## src/design/pic_pkg.sv

```systemverilog
// Shared types and constants for the clamped PI controller.
// Used by pic_csr, pic_ctrl, pic_dp and pi_controller_clamped; depends on nothing.
`default_nettype none

package pic_pkg;

   // Field and datapath widths
   localparam int GAIN_W    = 16;             // p_gain, i_gain
   localparam int SAMP_W    = 16;             // setpoint, measured
   localparam int ERR_W     = SAMP_W + 1;     // setpoint - measured
   localparam int PROD_W    = GAIN_W + ERR_W; // gain * error
   localparam int INTEG_W   = 48;             // integrator
   localparam int SUM_W     = INTEG_W + 1;    // pterm + integrator
   localparam int MAG_W     = SUM_W;          // magnitude of the sum, dividend
   localparam int QS_W      = MAG_W + 1;      // signed quotient
   localparam int DIV_W     = 16;             // scale_divisor
   localparam int OUT_W     = 32;             // control value and limits
   localparam int DIV_STEPS = MAG_W;          // one quotient bit per cycle
   localparam int CNT_W     = $clog2(DIV_STEPS);

   // Configuration port
   localparam int CSR_AW = 5;
   localparam int CSR_DW = 32;
   localparam int IDX_W  = 3;

   // Stream payloads
   localparam int REQ_DW = 32;
   localparam int RSP_DW = 32;

   typedef enum logic [IDX_W-1:0] {
      REG_P_GAIN        = 3'd0,
      REG_I_GAIN        = 3'd1,
      REG_SCALE_DIVISOR = 3'd2,
      REG_OUT_MAX       = 3'd3,
      REG_OUT_MIN       = 3'd4
   } reg_idx_type;

   typedef enum logic {
      OP_UPDATE = 1'b0,
      OP_CLEAR  = 1'b1
   } op_type;

   typedef enum logic [9:0] {
      ST_IDLE  = 10'b00_0000_0001,
      ST_MUL   = 10'b00_0000_0010,
      ST_INTEG = 10'b00_0000_0100,
      ST_SUM   = 10'b00_0000_1000,
      ST_ABS   = 10'b00_0001_0000,
      ST_DIV   = 10'b00_0010_0000,
      ST_FIX   = 10'b00_0100_0000,
      ST_CLAMP = 10'b00_1000_0000,
      ST_CLEAR = 10'b01_0000_0000,
      ST_DONE  = 10'b10_0000_0000
   } state_type;

   typedef struct packed {
      logic [GAIN_W-1:0] p_gain;
      logic [GAIN_W-1:0] i_gain;
      logic [DIV_W-1:0]  scale_divisor;
      logic [OUT_W-1:0]  out_max;
      logic [OUT_W-1:0]  out_min;
   } cfg_type;

   typedef struct packed {
      logic load;      // capture the error of an accepted transaction
      logic mult;      // form both gain products
      logic integ;     // accumulate and saturate the integrator
      logic sum;       // add proportional term and integrator
      logic absval;    // take magnitude and start the divider
      logic div_step;  // one restoring division step
      logic fix;       // restore the quotient sign
      logic clamp;     // apply output limits
      logic clear;     // zero the integrator, repeat last output
      logic publish;   // move the result into the output register
   } cmd_type;

   typedef struct packed {
      logic div_last;  // the current division step is the final one
   } status_type;

endpackage

`default_nettype wire

```

## src/design/pic_csr.sv

```systemverilog
// Configuration register file of the clamped PI controller (APB-style port).
// Depends on pic_pkg.
`default_nettype none

module pic_csr (
   input  wire logic                   clock,
   input  wire logic                   reset,
   input  wire logic                   csr_psel,
   input  wire logic                   csr_penable,
   input  wire logic                   csr_pwrite,
   input  wire logic [pic_pkg::CSR_AW-1:0] csr_paddr,
   input  wire logic [pic_pkg::CSR_DW-1:0] csr_pwdata,
   output      logic [pic_pkg::CSR_DW-1:0] csr_prdata,
   output      logic                   csr_pready,
   output      pic_pkg::cfg_type       cfg
);
   import pic_pkg::*;

   cfg_type           cfg_ff, cfg_in;
   logic              wr_en;
   logic [IDX_W-1:0]  idx;

   assign csr_pready = 1'b1;
   assign wr_en      = csr_psel & csr_penable & csr_pwrite & csr_pready;
   assign idx        = csr_paddr[CSR_AW-1:2];

   always_comb begin
      cfg_in = cfg_ff;
      if (wr_en) begin
         case (idx)
            REG_P_GAIN:        cfg_in.p_gain        = csr_pwdata[GAIN_W-1:0];
            REG_I_GAIN:        cfg_in.i_gain        = csr_pwdata[GAIN_W-1:0];
            REG_SCALE_DIVISOR: cfg_in.scale_divisor = csr_pwdata[DIV_W-1:0];
            REG_OUT_MAX:       cfg_in.out_max       = csr_pwdata[OUT_W-1:0];
            REG_OUT_MIN:       cfg_in.out_min       = csr_pwdata[OUT_W-1:0];
            default: begin
            end
         endcase
      end
   end

   always_comb begin
      case (idx)
         REG_P_GAIN:        csr_prdata = CSR_DW'(cfg_ff.p_gain);
         REG_I_GAIN:        csr_prdata = CSR_DW'(cfg_ff.i_gain);
         REG_SCALE_DIVISOR: csr_prdata = CSR_DW'(cfg_ff.scale_divisor);
         REG_OUT_MAX:       csr_prdata = CSR_DW'(cfg_ff.out_max);
         REG_OUT_MIN:       csr_prdata = CSR_DW'(cfg_ff.out_min);
         default:           csr_prdata = '0;
      endcase
   end

   always_ff @(posedge clock) begin
      if (reset) begin
         cfg_ff.p_gain        <= GAIN_W'(256);
         cfg_ff.i_gain        <= '0;
         cfg_ff.scale_divisor <= DIV_W'(256);
         cfg_ff.out_max       <= OUT_W'(32767);
         cfg_ff.out_min       <= 32'hFFFF_8000;
      end else begin
         cfg_ff <= cfg_in;
      end
   end

   assign cfg = cfg_ff;

endmodule

`default_nettype wire

```

## src/design/pic_ctrl.sv

```systemverilog
// Sequencing state machine of the clamped PI controller.
// Depends on pic_pkg; drives the datapath pic_dp through cmd_type commands.
`default_nettype none

module pic_ctrl (
   input  wire logic                clock,
   input  wire logic                reset,
   input  wire logic                req_tvalid,
   output      logic                req_tready,
   input  wire logic                req_op,
   output      logic                rsp_tvalid,
   input  wire logic                rsp_tready,
   input  wire pic_pkg::status_type status,
   output      pic_pkg::cmd_type    cmd
);
   import pic_pkg::*;

   state_type state_ff, state_in;
   logic      rsp_tvalid_ff, rsp_tvalid_in;
   logic      accept;
   logic      out_free;

   assign req_tready = (state_ff == ST_IDLE);
   assign accept     = req_tvalid & req_tready;
   assign out_free   = ~rsp_tvalid_ff | rsp_tready;

   always_comb begin
      state_in = state_ff;
      cmd      = '0;
      case (state_ff)
         ST_IDLE: begin
            if (accept) begin
               cmd.load = 1'b1;
               state_in = (req_op == OP_CLEAR) ? ST_CLEAR : ST_MUL;
            end
         end
         ST_MUL: begin
            cmd.mult = 1'b1;
            state_in = ST_INTEG;
         end
         ST_INTEG: begin
            cmd.integ = 1'b1;
            state_in  = ST_SUM;
         end
         ST_SUM: begin
            cmd.sum  = 1'b1;
            state_in = ST_ABS;
         end
         ST_ABS: begin
            cmd.absval = 1'b1;
            state_in   = ST_DIV;
         end
         ST_DIV: begin
            cmd.div_step = 1'b1;
            if (status.div_last) begin
               state_in = ST_FIX;
            end
         end
         ST_FIX: begin
            cmd.fix  = 1'b1;
            state_in = ST_CLAMP;
         end
         ST_CLAMP: begin
            cmd.clamp = 1'b1;
            state_in  = ST_DONE;
         end
         ST_CLEAR: begin
            cmd.clear = 1'b1;
            state_in  = ST_DONE;
         end
         ST_DONE: begin
            if (out_free) begin
               cmd.publish = 1'b1;
               state_in    = ST_IDLE;
            end
         end
         default: begin
            state_in = ST_IDLE;
         end
      endcase
   end

   always_comb begin
      if (cmd.publish) begin
         rsp_tvalid_in = 1'b1;
      end else if (rsp_tready) begin
         rsp_tvalid_in = 1'b0;
      end else begin
         rsp_tvalid_in = rsp_tvalid_ff;
      end
   end

   always_ff @(posedge clock) begin
      if (reset) begin
         state_ff      <= ST_IDLE;
         rsp_tvalid_ff <= 1'b0;
      end else begin
         state_ff      <= state_in;
         rsp_tvalid_ff <= rsp_tvalid_in;
      end
   end

   assign rsp_tvalid = rsp_tvalid_ff;

endmodule

`default_nettype wire

```

## src/design/pic_dp.sv

```systemverilog
// Arithmetic datapath of the clamped PI controller: products, saturating
// integrator, serial restoring divider, clamp and output register. Depends on pic_pkg.
`default_nettype none

module pic_dp (
   input  wire logic                       clock,
   input  wire logic                       reset,
   input  wire pic_pkg::cfg_type           cfg,
   input  wire pic_pkg::cmd_type           cmd,
   output      pic_pkg::status_type        status,
   input  wire logic [pic_pkg::SAMP_W-1:0] setpoint,
   input  wire logic [pic_pkg::SAMP_W-1:0] measured,
   output      logic [pic_pkg::OUT_W-1:0]  control_value,
   output      logic                       clamped
);
   import pic_pkg::*;

   // Payload registers
   logic signed [ERR_W-1:0]   err_ff, err_in;
   logic signed [PROD_W-1:0]  pterm_ff, pterm_in;
   logic signed [PROD_W-1:0]  inc_ff, inc_in;
   logic signed [SUM_W-1:0]   sum_ff, sum_in;
   logic                      neg_ff;
   logic [MAG_W-1:0]          dvd_ff, dvd_in;
   logic [DIV_W-1:0]          rem_ff, rem_in;
   logic [DIV_W-1:0]          dvsr_ff;
   logic [CNT_W-1:0]          cnt_ff;
   logic signed [QS_W-1:0]    qs_ff, qs_in;
   logic [OUT_W-1:0]          result_ff;
   logic                      clip_ff;
   logic [OUT_W-1:0]          rsp_value_ff;
   logic                      rsp_clip_ff;

   // Control state
   logic signed [INTEG_W-1:0] integ_ff, integ_in;
   logic [OUT_W-1:0]          last_ff;

   logic signed [SUM_W-1:0]   integ_sum;
   logic signed [QS_W-1:0]    hi_ext, lo_ext;
   logic [DIV_W+1:0]          trial;
   logic [DIV_W:0]            shifted;
   logic                      qbit;

   assign err_in = $signed({setpoint[SAMP_W-1], setpoint})
                 - $signed({measured[SAMP_W-1], measured});

   assign pterm_in = $signed({{(PROD_W-GAIN_W){cfg.p_gain[GAIN_W-1]}}, cfg.p_gain})
                   * $signed({{(PROD_W-ERR_W){err_ff[ERR_W-1]}}, err_ff});
   assign inc_in   = $signed({{(PROD_W-GAIN_W){cfg.i_gain[GAIN_W-1]}}, cfg.i_gain})
                   * $signed({{(PROD_W-ERR_W){err_ff[ERR_W-1]}}, err_ff});

   // Integrator accumulation with saturation at the 48-bit signed range.
   assign integ_sum = $signed({integ_ff[INTEG_W-1], integ_ff})
                    + $signed({{(SUM_W-PROD_W){inc_ff[PROD_W-1]}}, inc_ff});

   always_comb begin
      if (integ_sum[SUM_W-1] != integ_sum[SUM_W-2]) begin
         integ_in = integ_sum[SUM_W-1] ? {1'b1, {(INTEG_W-1){1'b0}}}
                                       : {1'b0, {(INTEG_W-1){1'b1}}};
      end else begin
         integ_in = integ_sum[INTEG_W-1:0];
      end
   end

   assign sum_in = $signed({{(SUM_W-PROD_W){pterm_ff[PROD_W-1]}}, pterm_ff})
                 + $signed({integ_ff[INTEG_W-1], integ_ff});

   // Restoring division step: one quotient bit per cycle.
   assign shifted = {rem_ff, dvd_ff[MAG_W-1]};
   assign trial   = {1'b0, shifted} - {2'b00, dvsr_ff};
   assign qbit    = ~trial[DIV_W+1];

   always_comb begin
      if (cmd.absval) begin
         dvd_in = sum_ff[SUM_W-1] ? MAG_W'(-sum_ff) : MAG_W'(sum_ff);
         rem_in = '0;
      end else begin
         dvd_in = {dvd_ff[MAG_W-2:0], qbit};
         rem_in = qbit ? trial[DIV_W-1:0] : shifted[DIV_W-1:0];
      end
   end

   assign status.div_last = (cnt_ff == CNT_W'(DIV_STEPS - 1));

   assign qs_in  = neg_ff ? -$signed({1'b0, dvd_ff}) : $signed({1'b0, dvd_ff});
   assign hi_ext = $signed({{(QS_W-OUT_W){cfg.out_max[OUT_W-1]}}, cfg.out_max});
   assign lo_ext = $signed({{(QS_W-OUT_W){cfg.out_min[OUT_W-1]}}, cfg.out_min});

   always_ff @(posedge clock) begin
      if (cmd.load) begin
         err_ff <= err_in;
      end
      if (cmd.mult) begin
         pterm_ff <= pterm_in;
         inc_ff   <= inc_in;
      end
      if (cmd.sum) begin
         sum_ff <= sum_in;
      end
      if (cmd.absval) begin
         neg_ff  <= sum_ff[SUM_W-1];
         dvsr_ff <= (cfg.scale_divisor == '0) ? DIV_W'(1) : cfg.scale_divisor;
         cnt_ff  <= '0;
      end else if (cmd.div_step) begin
         cnt_ff <= cnt_ff + CNT_W'(1);
      end
      if (cmd.absval || cmd.div_step) begin
         dvd_ff <= dvd_in;
         rem_ff <= rem_in;
      end
      if (cmd.fix) begin
         qs_ff <= qs_in;
      end
      if (cmd.clamp) begin
         if (qs_ff > hi_ext) begin
            result_ff <= cfg.out_max;
            clip_ff   <= 1'b1;
         end else if (qs_ff < lo_ext) begin
            result_ff <= cfg.out_min;
            clip_ff   <= 1'b1;
         end else begin
            result_ff <= qs_ff[OUT_W-1:0];
            clip_ff   <= 1'b0;
         end
      end else if (cmd.clear) begin
         result_ff <= last_ff;
         clip_ff   <= 1'b0;
      end
      if (cmd.publish) begin
         rsp_value_ff <= result_ff;
         rsp_clip_ff  <= clip_ff;
      end
   end

   always_ff @(posedge clock) begin
      if (reset) begin
         integ_ff <= '0;
         last_ff  <= '0;
      end else begin
         if (cmd.clear) begin
            integ_ff <= '0;
         end else if (cmd.integ) begin
            integ_ff <= integ_in;
         end
         if (cmd.clamp) begin
            if (qs_ff > hi_ext) begin
               last_ff <= cfg.out_max;
            end else if (qs_ff < lo_ext) begin
               last_ff <= cfg.out_min;
            end else begin
               last_ff <= qs_ff[OUT_W-1:0];
            end
         end
      end
   end

   assign control_value = rsp_value_ff;
   assign clamped       = rsp_clip_ff;

endmodule

`default_nettype wire

```

## src/design/pi_controller_clamped.sv

```systemverilog
// Top level of the clamped PI controller: stream ports, configuration port.
// Depends on pic_pkg, pic_csr, pic_ctrl and pic_dp.
`default_nettype none

// The block runs a proportional-integral control law on signed 16-bit
// samples. An update transaction (tuser 0) forms error = setpoint - measured,
// adds i_gain*error to a 48-bit integrator that saturates at its range, adds
// p_gain*error, divides the sum by scale_divisor with truncation toward zero
// (a divisor of zero acts as one), and clamps the quotient to out_max, then
// out_min, flagging a clamp in rsp_tuser. A clear transaction (tuser 1) zeroes
// the integrator and returns the previous control value unclamped. The block
// works on one transaction at a time: an update passes through the bit-serial
// restoring divider that produces one quotient bit per cycle before its result
// is presented. A new request is accepted once the result is moved to the
// output register, even while that result still waits for rsp_tready.
// Configuration registers (byte addresses 0x00 p_gain, 0x04 i_gain, 0x08
// scale_divisor, 0x0C out_max, 0x10 out_min) may be written only while the
// block is idle.

module pi_controller_clamped (
   input  wire logic                       clock,
   input  wire logic                       reset,
   // Request stream
   input  wire logic                       req_tvalid,
   output      logic                       req_tready,
   input  wire logic [pic_pkg::REQ_DW-1:0] req_tdata,  // [15:0] setpoint, [31:16] measured
   input  wire logic                       req_tuser,  // [0] op
   // Response stream
   output      logic                       rsp_tvalid,
   input  wire logic                       rsp_tready,
   output      logic [pic_pkg::RSP_DW-1:0] rsp_tdata,  // [31:0] control_value
   output      logic                       rsp_tuser,  // [0] clamped
   // Configuration port
   input  wire logic                       csr_psel,
   input  wire logic                       csr_penable,
   input  wire logic                       csr_pwrite,
   input  wire logic [pic_pkg::CSR_AW-1:0] csr_paddr,
   input  wire logic [pic_pkg::CSR_DW-1:0] csr_pwdata,
   output      logic [pic_pkg::CSR_DW-1:0] csr_prdata,
   output      logic                       csr_pready
);
   import pic_pkg::*;

   cfg_type    cfg;
   cmd_type    cmd;
   status_type status;

   // Register file; the user must hold values stable while a transaction is in flight (not enforced here).
   pic_csr u_csr (
      .clock       (clock),
      .reset       (reset),
      .csr_psel    (csr_psel),
      .csr_penable (csr_penable),
      .csr_pwrite  (csr_pwrite),
      .csr_paddr   (csr_paddr),
      .csr_pwdata  (csr_pwdata),
      .csr_prdata  (csr_prdata),
      .csr_pready  (csr_pready),
      .cfg         (cfg)
   );

   // The sequencer owns the handshakes and steps the datapath.
   pic_ctrl u_ctrl (
      .clock      (clock),
      .reset      (reset),
      .req_tvalid (req_tvalid),
      .req_tready (req_tready),
      .req_op     (req_tuser),
      .rsp_tvalid (rsp_tvalid),
      .rsp_tready (rsp_tready),
      .status     (status),
      .cmd        (cmd)
   );

   // The datapath holds the integrator, the divider and the output register.
   pic_dp u_dp (
      .clock         (clock),
      .reset         (reset),
      .cfg           (cfg),
      .cmd           (cmd),
      .status        (status),
      .setpoint      (req_tdata[SAMP_W-1:0]),
      .measured      (req_tdata[2*SAMP_W-1:SAMP_W]),
      .control_value (rsp_tdata),
      .clamped       (rsp_tuser)
   );

endmodule

`default_nettype wire
```

## config.mk

```make
export PLATFORM = sky130hd
export DESIGN_NAME = pi_controller_clamped
export DESIGN_NICKNAME = d
export VERILOG_FILES = /design/src/design/pic_pkg.sv /design/src/design/pic_csr.sv /design/src/design/pic_ctrl.sv /design/src/design/pic_dp.sv /design/src/design/pi_controller_clamped.sv
export SDC_FILE = /design/constraint.sdc
export NUM_CORES = 2
export LEC_CHECK = 0
export BUFFER_PORTS_ARGS = -buffer_cell sky130_fd_sc_hd__buf_2
export CORE_MARGIN = 3
export CORE_UTILIZATION = 58
export CTS_BUF_LIST = sky130_fd_sc_hd__clkbuf_2
export DETAILED_ROUTE_END_ITERATION = 10
export PLACE_DENSITY = 0.78
export SLEW_MARGIN = 5
export SYNTH_ARGS = -nofsm -noshare
export SYNTH_HDL_FRONTEND = slang
export SYNTH_SLANG_ARGS = --single-unit
```

## constraint.sdc

```tcl
create_clock -name clock -period 7.65 [get_ports clock]
set_clock_uncertainty 0.05 [all_clocks]
set_input_delay 1.9125 -clock clock [delete_from_list [all_inputs] [get_ports clock]]
set_output_delay 1.9125 -clock clock [all_outputs]
set_load 0.1 [all_outputs]
```

== Word level (Yosys, flattened, before mapping) ==
Index checks and enable logic that the tools add are counted.
Word-level totals
  input bits: 77
  register bits: 539
  word-level logic and storage cells: 107
  output and inout port bits: 68
Operators by class
  magnitude comparators: 2
  multiply operators: 2
  reductions and logical operators: 13
  $add $sub $neg: 7
  bitwise gates (word level): 6
  equal/unequal tests: 19
  muxes and demuxes: 34
Operators by type and width (number)
  $pmux 32 s5: 1
  $mux 49: 3
  $mux 32: 4
  $mux 48: 2
  $pmux 10 s9: 1
  $mul 16x17->33: 2
  $gt 50x32->1: 1
  $lt 50x32->1: 1
  $neg 49->50: 1
  $add 33x48->49: 1
  $add 48x33->49: 1
  $neg 49->49: 1
  $mux 10: 3
  $mux 1: 18
  $sub 17x16->18: 1
  $sub 16x16->17: 1
  $logic_not 16->1: 1
  $mux 16: 1
  $eq 10x1->1 const B: 1
  $eq 10x10->1 const B: 1
  $eq 10x2->1 const B: 1
  $eq 10x3->1 const B: 1
  $eq 10x4->1 const B: 1
  $eq 10x5->1 const B: 1
  22 further kinds: 33

== Depth between registers and ports, before layout ==
  depth in word-level cells: 5
  mapped depth: 26

== Cells and area by module ==
A second synthesis with hierarchy kept.
Second synthesis, totals
  cells, all modules: 5480
  area, all modules: 52673.0 um2
Modules (own cells, without submodules)
  pic_dp: area each 46738.6 um2, times used 1, seq. area each 11631.2 um2, cells each 4854
  pic_csr: area each 5270.1 um2, times used 1, seq. area each 2242.2 um2, cells each 548
  pic_ctrl: area each 664.4 um2, times used 1, seq. area each 220.2 um2, cells each 78

== Worst setup path before layout ==
OpenSTA, ideal clock, no wires.
  kind: flip-flop to flip-flop
  start point: reg u_csr.cfg_ff (netlist bit u_csr.cfg[103])
  end point: reg u_dp.pterm_ff[32], data pin
  data arrival time: 6829 ps
  setup time: 260 ps
  path slack: 511 ps
  period minus slack after synthesis: 7139 ps
  buffers on the path: 2
  required time: 7340 ps
  stages on the path, launching flop included: 27
  cells stage by stage: dfxtp_1 > clkbuf_1 > buf_1 > nand2_1 > fa_1 > inv_1 > fa_1 > inv_1 > fa_1 > inv_1 > fa_1 > fa_1 > inv_1 > fa_1 > inv_1 > ha_1 > a211oi_1 > o21bai_1 > a21o_1 > a21o_1 > a221o_1 > o41ai_1 > o22ai_1 > or4_1 > a31oi_1 > o21ai_0 > xnor2_1
Between the ends
  longest elaborated chain between the ends: 1
RTL lines
  from (decl): RTL line pic_csr.sv:19  | cfg_type cfg_ff, cfg_in;
  from (signal assigned): RTL line pic_csr.sv:61  | cfg_ff <= cfg_in;
  $mul 16x17->33: RTL line pic_dp.sv:48  | * $signed({{(PROD_W-ERR_W){err_ff[ERR_W-1]}}, err_ff});
  named net u_dp.pterm_in[32]: RTL line pic_dp.sv:20  | logic signed [PROD_W-1:0] pterm_ff, pterm_in;
  to (signal assigned): RTL line pic_dp.sv:94  | pterm_ff <= pterm_in;
  to (decl): RTL line pic_dp.sv:20
The timed path passes the listed nets, and every way through them passes these cells.
A chain may end at the register's enable or synchronous reset.

== Worst setup path in the final report ==
  start point: reg u_csr.cfg_ff (netlist bit u_csr.cfg[100])
  end point: reg u_dp.pterm_ff[32], data pin
Same word-level chain as after synthesis.

==> metrics.txt <==
post-synthesis simple-gate area fraction=14.6%; Post-Syn Nets=6505; filler cell count in the final layout=7154; Post-Syn Area=0.0515 sq mm; Via density=5.81; drt pass-1 iters=6; die width=304 um; TritonCTS buffer count=143; Crit path buffers/inverters=4; pre-CTS setup slack=209 ps; CTS max path bufs=3; nets=6673; Min-Delay Path Depth=0; H-tree depth=4; origin of the critical flop-to-flop path=u_csr.cfg[100]; # hold bufs at CTS=0; die height=304 um; Post-synth top cells=776 x inv_1, 628 x nand2_1, 556 x fa_1; cell count after synthesis=5473; Final Cycle Share=96.6%; layout cells sized above 1=9.99%; area grow syn2layout=7.23%; total grt overflow=0; ANT nets after route=0; fmax=135 MHz; top cell family by delay on the critical path=adder cells; critical path class=flop to flop; vias in the first global route=40300; Pwr Density=115 mW/mm^2; Worst Hold Endpoint=u_dp.control_value[5]; CTS Sinks=539; met1 Use GR=35.3%; routed vias=40200; Seq/Total Area, Yosys=27.3%; final setup fails=0; Seq cells post-synth=539; post-synth top area share=21.6%; met3 Use GR=6.60%; mux cell area share after synthesis=1.11%; Crit Path Max Fanout=16; met2 Usage GRT=47.5%; largest family of logic cells by synthesized area=adder cells; leakage power=25.9 nW; nature of the critical path startpoint=flop; HP Class=flop to flop; Synth cell types=80; largest net degree at the start of global routing=100; port buffer count=141; reg2reg end=u_dp.pterm_ff[32]; GR Util All Layers=28.4%; CP peak stage delay=820 ps; Setup crit end kind=flop; routed len/inst=19.1 um; Critical-path top delay cell=dfxtp_1; top-level I/O count=145; clock slew seen by the registers of the worst setup and hold paths=100 ps; minimum clock period=7390 ps; final WL=132 mm; max_slew headroom=20.1%; Util after Layout=63.2%; Worst Path Arrival=8400 ps; actual slew at the worst max-slew pin=1200 ps; max cap viols=0; Core ar.=0.0874 sq mm; Root Driver=clkbuf_2; Hold Startpoint=u_dp.result_ff[5]; top-count cell post-synth=inv_1; antenna violations before repair=3; xor and xnor area share after synthesis=4.62%; Adder-Cell Fraction of Synth Area=32.0%; worst r2r path cells=23; Starting Density=59.0%; cell mode on critical path=fa_1; DP Wirelength=103 mm; Async S/R FF share, synth=0%; Yosys warning count=0; row cnt=108; synthesized area per cell=9.42 sq um; gr busiest metal=met2; CP cell instances=and2_1, fa_1, inv_1, fa_1, fa_1, inv_1, fa_1, fa_1, inv_1, fa_1, inv_1, ha_1, a211oi_1, o21bai_1, a21o_1, a21o_1, a221o_1, o41ai_1, o22ai_1, or4_1, a31oi_1, o21ai_0, xnor2_1; DRC viols=0; peak supply drop=0.000141 V; commonest register cell after synthesis=edfxtp_1; Pins Over Slew Limit=0; number of DRC markers in iteration 0=3036; worst reg2reg setup slack=260 ps; Hold Fails Final Rpt=0; EDFF count, synth=330; outcome=finished, final reports clean; first-pass GRT wire length=211 mm; Synth area leader=fa_1; GPL Wtd Cong=0.948; Synth area leaders=fa_1 22%, edfxtp_1 19%, ha_1 9.7%; die area=0.0925 sq mm; min setup slack post-route=261 ps; compound-gate portion of the synthesized area=12.8%; Data required, critical path=8660 ps; CTS tree=yes; clk_lat worst skew=1350 ps
==> sequential cells by signal (all words and copies together) (netlist names), 6 cells and up <==
signal / cells
u_dp.cnt_ff: 6
u_dp.pterm_ff: 33
u_dp.dvsr_ff: 16
u_csr.cfg: 112
u_dp.result_ff: 32
u_dp.sum_ff: 49
u_dp.dvd_ff: 49
u_dp.err_ff: 17
u_ctrl.state_ff: 10
u_dp.integ_ff: 48
u_dp.inc_ff: 33
u_dp.qs_ff: 50
u_dp.control_value: 32
u_dp.last_ff: 32
u_dp.rem_ff: 16
==> metal layers <==
layer	wire, um	vias up	share of wire, %
met5	12	-	0.0091
met4	5800	2	4.4
met3	10900	377	8.2
met2	63900	1537	48
met1	51800	19500	39
li1	-	18700	-
==> placed cells by master (no fill, tap or decap), drive strengths merged, types with 35 or more instances in the layout <==
master and instances:
buf 278, a211oi 57, and2 277, clkinv 45, edfxtp 330, nand2 628, nand3 75, nor2 230
mux2i 39, ha 399, o21ai 220, inv 782, xor2 102, maj3 39, nor3 43, and3 54
o22ai 36, xnor2 170, dfxtp 209, o211ai 71, a21oi 291, or3 35, nand4 68, a21o 125
fa 556, clkbuf 204, nand2b 35
==> cell families after synthesis <==
kind of cell	count (synthesis)
AND/OR/NAND/NOR	1548
AO/OA/AOI/OAI	1032
buffers and inverters	1032
adder cells (fa/ha/maj)	994
flip-flops	539
XOR/XNOR	272
multiplexers	55
other	1
==> metrics by stage <==
stage | std cells | area (sq um) | setup TNS (ps) | power, mW | hold WS, ps
finish | 6918 | 55300 | 0 | 6.36 | 334
global route | 6915 | 55300 | -21.6 | 6.66 | 362
CTS | 6890 | 55100 | 0 | 6.36 | 341
detailed placement | 6630 | 53700 | 0 | 4.30 | 357
global placement | 6630 | 53700 | 0 | 4.27 | 350
floorplan | 5473 | 51500 | 0 | 3.94 | 350
==> power by group <==
part	total (mW)	switching, mW	internal [mW]
clock	2.07	1.26	0.811
combinational	1.11	0.727	0.380
sequential	3.18	0.0661	3.12
==> layout make-up <==
class	count	area, sq um	area share [%]
diodes	7	17.5	0.0317
clock buffers	204	1020	1.85
clock inverters	56	330	0.598
inverters	777	2920	5.28
multi-input cells	3902	33700	60.9
flip-flops and latches	539	14100	25.5
well taps	1155	1450	2.61
repair buffers	278	1760	3.18
==> how the worst max path moves through the flow <==
stage | from | to | slack, ps | depth (start not counted)
after floorplan | u_csr.cfg[103] | u_dp.pterm_ff[32] | 510 | 26
after global placement | u_dp.err_ff[6] | u_dp.inc_ff[24] | 260 | 22
after detailed placement | u_dp.err_ff[6] | u_dp.inc_ff[24] | 210 | 22
after CTS | u_dp.err_ff[6] | u_dp.inc_ff[24] | 200 | 22
after global routing | u_csr.cfg[100] | u_dp.pterm_ff[32] | -20 | 23
final | u_csr.cfg[100] | u_dp.pterm_ff[32] | 260 | 23
==> what timing repair did <==
action,in CTS,in global routing
resized for setup,0,1
endpoints found under the setup margin,0,3
hold endpoints to repair,0,0
buffers inserted,0,21
Power figures use the tool's default switching activity.
